<file path="src/design/awb_pkg.sv">
// Shared types and constants for the audio waveshaper and bitcrusher.
// Holds the sequencer state type, the multiplier request struct and the
// fixed-point constants of the shaping curves. No dependencies.
package awb_pkg;

   // Internal values carry 28 fraction bits.
   localparam int unsigned FB = 28;
   localparam int unsigned DW = 64;
   localparam logic signed [DW-1:0] ONE = 64'sd268435456;
   localparam logic signed [DW-1:0] SOFT_LIMIT = 64'sd241591910;
   localparam logic signed [DW-1:0] SIN_C9 = 64'sd43068;
   // Reciprocal of three, rounded up, with 32 fraction bits.
   localparam logic signed [DW-1:0] RECIP3 = 64'sd1431655766;

   // Register indexes of the configuration port.
   typedef enum logic [2:0] {
      CSR_PRE_GAIN    = 3'd0,
      CSR_DRIVE_GAIN  = 3'd1,
      CSR_POST_GAIN   = 3'd2,
      CSR_SHAPE_MODE  = 3'd3,
      CSR_CRUSH_DEPTH = 3'd4,
      CSR_HOLD_FACTOR = 3'd5
   } csr_index_type;

   // Shaping modes.
   typedef enum logic [2:0] {
      MODE_HARD   = 3'd0,
      MODE_SOFT   = 3'd1,
      MODE_WRAP   = 3'd2,
      MODE_SINE   = 3'd3,
      MODE_TANH   = 3'd4,
      MODE_SHAPER = 3'd5,
      MODE_BYPASS = 3'd6,
      MODE_SPARE  = 3'd7
   } mode_type;

   // Sequencer states.
   typedef enum logic [4:0] {
      ST_IDLE,
      ST_PRE,
      ST_GAIN,
      ST_SQ,
      ST_CUBE,
      ST_DIV3,
      ST_SH_G,
      ST_FIN_G,
      ST_SIN_U2,
      ST_SIN_POLY,
      ST_SIN_OUT,
      ST_TH_SQ,
      ST_TH_P,
      ST_TH_Q,
      ST_TH_DIV,
      ST_TH_Y,
      ST_CRUSH,
      ST_POST,
      ST_OUT
   } state_type;

   // Request to the shared multiplier.
   typedef struct packed {
      logic       start;
      logic [5:0] shift;
      logic       rnd;
   } mul_req_type;

   // Sine polynomial coefficients, applied from the highest order down.
   function automatic logic signed [DW-1:0] sin_coef(input logic [1:0] idx);
      logic signed [DW-1:0] c;
      unique case (idx)
         2'd0: c = 64'sd1256748;
         2'd1: c = 64'sd21392326;
         2'd2: c = 64'sd173399667;
         2'd3: c = 64'sd421657428;
         default: c = '0;
      endcase
      return c;
   endfunction

   // Tanh numerator and denominator constants, 16 fraction bits.
   function automatic logic signed [DW-1:0] th_p_coef(input logic idx);
      return idx ? (64'sd135135 <<< 16) : (64'sd17325 <<< 16);
   endfunction

   function automatic logic signed [DW-1:0] th_q_coef(input logic idx);
      return idx ? (64'sd135135 <<< 16) : (64'sd62370 <<< 16);
   endfunction

endpackage

</file>
<file path="src/design/awb_mul.sv">
// Shared multiplier of the waveshaper: a 48 by 17 bit unsigned core used
// twice per product, then sign, rounding and right shift.
// Depends on awb_pkg.
module awb_mul
   import awb_pkg::*;
(
   input  logic                 clock,
   input  logic                 reset,
   input  mul_req_type          req,
   input  logic signed [DW-1:0] op_a,
   input  logic signed [DW-1:0] op_b,
   output logic                 done,
   output logic signed [DW-1:0] result
);

   logic [47:0]          mag_a_ff, mag_a_in;
   logic [33:0]          mag_b_ff, mag_b_in;
   logic                 neg_ff, neg_in;
   logic [81:0]          acc_ff, acc_in;
   logic [1:0]           phase_ff, phase_in;
   logic [5:0]           sh_ff, sh_in;
   logic                 rnd_ff, rnd_in;
   logic                 done_ff, done_in;
   logic signed [DW-1:0] result_ff, result_in;

   logic signed [DW-1:0] abs_a, abs_b;
   logic [16:0]          digit;
   logic [64:0]          partial;
   logic signed [82:0]   prod, rounded;

   assign abs_a = op_a[DW-1] ? -op_a : op_a;
   assign abs_b = op_b[DW-1] ? -op_b : op_b;

   // One digit of the multiplier operand per pass through the core.
   always_comb begin
      digit   = (phase_ff == 2'd1) ? mag_b_ff[16:0] : mag_b_ff[33:17];
      partial = mag_a_ff * digit;
      prod    = neg_ff ? -$signed({1'b0, acc_ff}) : $signed({1'b0, acc_ff});
      rounded = prod + (rnd_ff ? (83'sd1 <<< (sh_ff - 6'd1)) : 83'sd0);
   end

   always_comb begin
      mag_a_in  = mag_a_ff;
      mag_b_in  = mag_b_ff;
      neg_in    = neg_ff;
      acc_in    = acc_ff;
      phase_in  = phase_ff;
      sh_in     = sh_ff;
      rnd_in    = rnd_ff;
      done_in   = 1'b0;
      result_in = result_ff;
      unique case (phase_ff)
         2'd0: begin
            if (req.start) begin
               mag_a_in = abs_a[47:0];
               mag_b_in = abs_b[33:0];
               neg_in   = op_a[DW-1] ^ op_b[DW-1];
               acc_in   = '0;
               sh_in    = req.shift;
               rnd_in   = req.rnd;
               phase_in = 2'd1;
            end
         end
         2'd1: begin
            acc_in   = 82'(partial);
            phase_in = 2'd2;
         end
         2'd2: begin
            acc_in   = acc_ff + (82'(partial) << 17);
            phase_in = 2'd3;
         end
         2'd3: begin
            result_in = DW'(rounded >>> sh_ff);
            done_in   = 1'b1;
            phase_in  = 2'd0;
         end
         default: phase_in = 2'd0;
      endcase
   end

   always_ff @(posedge clock) begin
      if (reset) begin
         phase_ff <= 2'd0;
         done_ff  <= 1'b0;
      end else begin
         phase_ff <= phase_in;
         done_ff  <= done_in;
      end
      mag_a_ff  <= mag_a_in;
      mag_b_ff  <= mag_b_in;
      neg_ff    <= neg_in;
      acc_ff    <= acc_in;
      sh_ff     <= sh_in;
      rnd_ff    <= rnd_in;
      result_ff <= result_in;
   end

   assign done   = done_ff;
   assign result = result_ff;

endmodule

</file>
<file path="config.mk">
export PLATFORM = sky130hd
export DESIGN_NAME = awb_mul
export DESIGN_NICKNAME = d
export VERILOG_FILES = /design/src/design/awb_pkg.sv /design/src/design/awb_mul.sv
export SDC_FILE = /design/constraint.sdc
export NUM_CORES = 2
export LEC_CHECK = 0
export BUFFER_PORTS_ARGS = -buffer_cell sky130_fd_sc_hd__buf_2
export CORE_MARGIN = 10
export CORE_UTILIZATION = 65
export CTS_BUF_LIST = sky130_fd_sc_hd__clkbuf_8
export DETAILED_ROUTE_END_ITERATION = 7
export HOLD_SLACK_MARGIN = 0.02
export PLACE_DENSITY = 0.93
export SYNTH_ARGS = -nofsm -noshare
export SYNTH_HDL_FRONTEND = slang
export SYNTH_SLANG_ARGS = --single-unit
</file>
<file path="constraint.sdc">
create_clock -name clock -period 13.2 [get_ports clock]
set_input_delay 0.66 -clock clock [delete_from_list [all_inputs] [get_ports clock]]
set_output_delay 0.66 -clock clock [all_outputs]
set_load 0.005 [all_outputs]
</file>
Word-level counts from Yosys, hierarchy flattened
Cells that the tools add are included.

word-level totals
  flip-flop bits (word level) = 239
  output and inout bits = 65
  bits of input ports = 138

operators by class
  multipliers = 1
  bitwise logic cells = 1
  eq/ne operators = 4
  muxes and demuxes = 10
  shift operators = 2
  reductions and logical operators = 4
  $add $sub $neg = 6

operator list
  operator                                             count
  case mux 82 bit (3 select lines)                     1
  2-to-1 mux 83 bit                                    2
  adder 83 bit                                         1
  negation 82 -> 83 bit                                1
  <<< shifter 2 x 6 -> 83 bit, first input constant    1
  >>> shifter 83 x 6 -> 64 bit                         1
  adder 82 bit                                         1
  2-to-1 mux 82 bit                                    1
  multiplier 48 x 17 -> 65 bit                         1
  2-to-1 mux 48 bit                                    1
  negation 48 bit                                      1
  2-to-1 mux 34 bit                                    1
  negation 34 bit                                      1
  2-to-1 mux 17 bit                                    1
  case mux 2 bit (4 select lines)                      1
  subtractor 6 x 1 -> 6 bit, second input constant     1
  equality test 2 bit, second input constant           2
  AND reduction 2 bit                                  2
  nonzero test 3 bit                                   1
  equality test 2 x 1 -> 1 bit, second input constant  1
  logical NOT 2 bit                                    1
  2-to-1 mux 2 bit                                     1
  inequality test 2 bit, second input constant         1
  2-to-1 mux 1 bit                                     1
  XOR 1 bit                                            1

Depth between registers and ports, before layout
  depth after elaboration = 5
  gate-level depth with buffers = 47
  gate-level depth less buffers = 43

Worst setup path before layout
Ideal clock, no wire load.

  path type = reg2reg
  start = register phase_ff[1]
  end = register acc_ff[74] (data pin)
  period minus slack after synthesis = 10.049 ns
  required time = 12.934 ns
  data arrival time = 9.783 ns
  setup slack = 3.151 ns
  stages on the path, launching flop included = 45
  buffers on the path = 4
  path through = dfxtp_1 > inv_1 > ha_1 > clkbuf_1 > buf_1 > mux2_2 > clkbuf_1 > and2_1 > fa_1 > inv_1 > fa_1 > fa_1 > inv_1 > fa_1 > fa_1 > inv_1 > fa_1 > inv_1 > (+9 left out) > o21a_1 > nor2_1 > xnor2_1 > ha_1 > clkbuf_1 > inv_1 > o21bai_1 > a21o_1 > a21o_1 > a21oi_1 > nor2b_1 > o21ai_0 > or4b_2 > a21oi_1 > o41ai_1 > a41oi_1 > xor2_1 > nor2_1

between the ends
  cells in the longest elaborated chain, start to end = 5
  elaborated cells on any way between the ends = 7
  those cells by class = add/sub (1); mul (1); eq/ne (2); mux (2); reduce/logical (1)

RTL lines
  what                                  RTL line                      text
  from (decl)                           awb_mul.sv:20                 logic [1:0] phase_ff, phase_in;
  from (signal assigned)                awb_mul.sv:86                 phase_ff <= phase_in;
  equality test 2 x 1 -> 1 bit          awb_mul.sv:36, awb_mul.sv:52
  2-to-1 mux 17 bit                     awb_mul.sv:36                 digit = (phase_ff == 2'd1) ? mag_b_ff[16:0] : mag_b_ff[33:17];
  multiplier 48 x 17 -> 65 bit          awb_mul.sv:37                 partial = mag_a_ff * digit;
  adder 82 bit                          awb_mul.sv:69                 acc_in = acc_ff + (82'(partial) << 17);
  case mux 82 bit (3 select lines) (*)  awb_mul.sv:52                 unique case (phase_ff)
  named net acc_in[74]                  awb_mul.sv:19                 logic [81:0] acc_ff, acc_in;
  to (signal assigned)                  awb_mul.sv:92                 acc_ff <= acc_in;
  to (decl)                             awb_mul.sv:19

The timed path passes the listed nets; every way through them passes the cells marked *.
A chain may end at the register's enable or synchronous reset.

Final worst setup path
  start = register phase_ff[1]
  end = register acc_ff[81] (data pin)

The elaborated chain is that of the path after synthesis.

==> flow_metrics.env <==
export IMPL_syn_inst=6368
export IMPL_crit_path_start="phase_ff[1]$_SDFFE_PP0P_"
export IMPL_h_tree_depth=2
export IMPL_coreArea_mm2=0.0807
export IMPL_r2r_start="phase_ff[1]$_SDFFE_PP0P_"
export IMPL_max_slew_margin_pct=4.50
export IMPL_finalHoldViolCount=0
export IMPL_area_growth_pct=3.96
export IMPL_detail_route_antenna_nets=0
export IMPL_hold_buffers=0
export IMPL_cts_buffers=44
export IMPL_required_ns=13.57
export IMPL_grt_pass1_wl_um=276000
export IMPL_max_clock_path_buffers=3
export IMPL_syn_cell_area_mm2=0.0531
export IMPL_dpl_cell_area_mm2=0.0543
export IMPL_fin_crit_sh_pct=93.8
export IMPL_worstSetupPathType="reg2reg"
export IMPL_rows=104
export IMPL_first_iter_violations=6037
export IMPL_critPathTopFamily="adder cells"
export IMPL_grt_overflow=0
export IMPL_ys_ff_latch=239
export IMPL_wl_per_cell_um=24.0
export IMPL_gr_usage_all_layers_pct=36.9
export IMPL_vias_per_cell=6.76
export IMPL_period_needed_ns=12.39
export IMPL_synth_xor_area_share_pct=5.68
export IMPL_cp_num_buf_inv=4
export IMPL_drv_cap=0
export IMPL_port_buffers=158
export IMPL_synthArstFlopShare_pct=0
export IMPL_final_max_slew_viol_count=0
export IMPL_synthDistinctLibCells=99
export IMPL_synth_simple_area_share_pct=19.1
export IMPL_postCtsSetupRepairBufs=0
export IMPL_ys_warn_count=0
export IMPL_slowest_delay_ns=1.22
export IMPL_setup_tns_ns=0
export IMPL_status="finished, final reports clean"
export IMPL_hpwl_um=134000
export IMPL_start_util_pct=65.8
export IMPL_clockRootBuffer="clkbuf_8"
export IMPL_finalWirelength_um=176000
export IMPL_die_w_um=306
export IMPL_die_h_um=306
export IMPL_holdWs_ns=0.172
export IMPL_finClkSkew_ns=0.0488
export IMPL_min_from="reset"
export IMPL_clock_latency_ns=0.68
export IMPL_min_path_type="in2reg"
export IMPL_antenna_found_initial=2
export IMPL_grt_start_max_net_pins=78
export IMPL_final_nets=7371
export IMPL_final_area_mm2=0.0552
export IMPL_ys_flop_type="edfxtp_1"
export IMPL_first_pass_iters=8
export IMPL_synthAdderAreaFrac_pct=32.7
export IMPL_synth_edf_count=236
export IMPL_synth_compound_area_share_pct=15.6
export IMPL_cts_sinks=239
export IMPL_path_common_cell="fa_1"
export IMPL_synth_area_mux_share_pct=4.33
export IMPL_worstPathMaxFanout=48
export IMPL_worst_slew_pin_slew_ns=1.43
export IMPL_die_area_mm2=0.0935
export IMPL_avgSynthCellArea_um2=8.33
export IMPL_drive_above_1_share_pct=6.86
export IMPL_max_freq_ghz=0.0807
export IMPL_place_congestion=1.03
export IMPL_cts_resized=0
export IMPL_cp_arrival_ns=12.76
export IMPL_setup_violations=0
export IMPL_rsz0062_at_grt="false"
export IMPL_fillers=5978
export IMPL_cts_tree="built"
export IMPL_grt_pass1_vias=51400
export IMPL_synth_top_family_by_area="adder cells"
export IMPL_cpMaxStageDelayCell="mux2_2"
export IMPL_syn_nets=7477
export IMPL_end_kind="flip-flop"
export IMPL_vias=49700
export IMPL_start_kind="flip-flop"
export IMPL_drc=0
export IMPL_ios=203
export IMPL_path_clk_slew_ns=0.08
export IMPL_ys_seq_area_share_pct=13.5
## cell usage in the layout, fill, tap and decap left out, types with 143 or more instances in the layout
cell type,instances
a21oi_1,292
and2_1,303
buf_2,159
edfxtp_1,236
fa_1,691
ha_1,279
inv_1,921
nand2_1,891
nor2_1,280
nor3_1,143
o21ai_0,244
xnor2_1,253
## stage by stage
| step | cells | setup slack, ns | utilization [%] |
|---|---|---|---|
| after floorplan | 6368 | 3.15 | - |
| after global placement | 7275 | 1.45 | 67.3 |
| after detailed placement | 7275 | 1.21 | 67.3 |
| after CTS | 7352 | 1.18 | 68.4 |
| after global routing | 7355 | 0.242 | 68.4 |
| final | 7356 | 0.815 | 68.4 |
## area by class of cell
class	count	area [µm²]	share of cell area [%]
Multi-Input combinational cell	4839	41100	74.5
Sequential cell	239	7150	13.0
Inverter	919	3450	6.25
Tap cell	1060	1330	2.40
Timing Repair Buffer	219	1250	2.26
Clock buffer	45	619	1.12
Clock inverter	32	270	0.490
Antenna cell	3	7.51	0.0136
## synth_stat cells (all sizes together), types with 46 or more instances
cell    instances  share of area (%)
a211oi         84                1.2
a21o           98                1.4
a21oi         292                2.8
and2          304                3.6
buf            53               0.38
clkbuf        318                2.2
edfxtp        236                 13
fa            691                 26
ha            280                6.6
inv           918                6.5
mux2           50                1.1
mux2i         127                2.4
nand2         893                6.3
nand3         114                1.1
nand4          64               0.78
nor2          282                2.0
nor3          146                1.4
nor4           46               0.63
o21ai         251                2.4
o31ai          65               0.92
xnor2         253                4.2
xor2           91                1.5
## metal layers
| metal | routed length, µm | share of wire [%] | vias up | global-route usage (%) |
|---|---|---|---|---|
| met5 | 0 | 0 | - | 0 |
| met3 | 21500 | 12 | 1168 | 9.94 |
| met4 | 14700 | 8.3 | 0 | 25.2 |
| li1 | - | - | 21200 | - |
| met2 | 80200 | 45 | 3911 | 60.0 |
| met1 | 59900 | 34 | 23400 | 42.4 |
## state kept, by name, summed over array words and instances, names as in the netlist
signal	cells
done	1
result	64
neg_ff	1
acc_ff	82
phase_ff	2
mag_a_ff	48
mag_b_ff	34
sh_ff	6
rnd_ff	1
## logic make-up (layout without fill, tap and decap cells)
family	after synthesis	count (layout)
mux	197	197
xor+xnor	344	344
buf+inv	1290	1215
fa+ha+maj	971	971
other cells	0	3
compound gates	1234	1234
simple gates	2093	2093
flops	239	239
## final timing paths
path | end | cells after the start | slack (ns)
worst max-delay path | acc_ff[81]$_DFFE_PP_ | 38 | 0.81
worst min-delay path | done$_SDFF_PP0_ | 2 | 0.17
worst max register to register | acc_ff[81]$_DFFE_PP_ | 38 | 0.81
worst min register to register | phase_ff[0]$_SDFFE_PP0P_ | 2 | 0.57
Power is left out: the tool's default activity adds up to more than one toggle a clock period on the data nets, which glitch-free logic cannot reach.
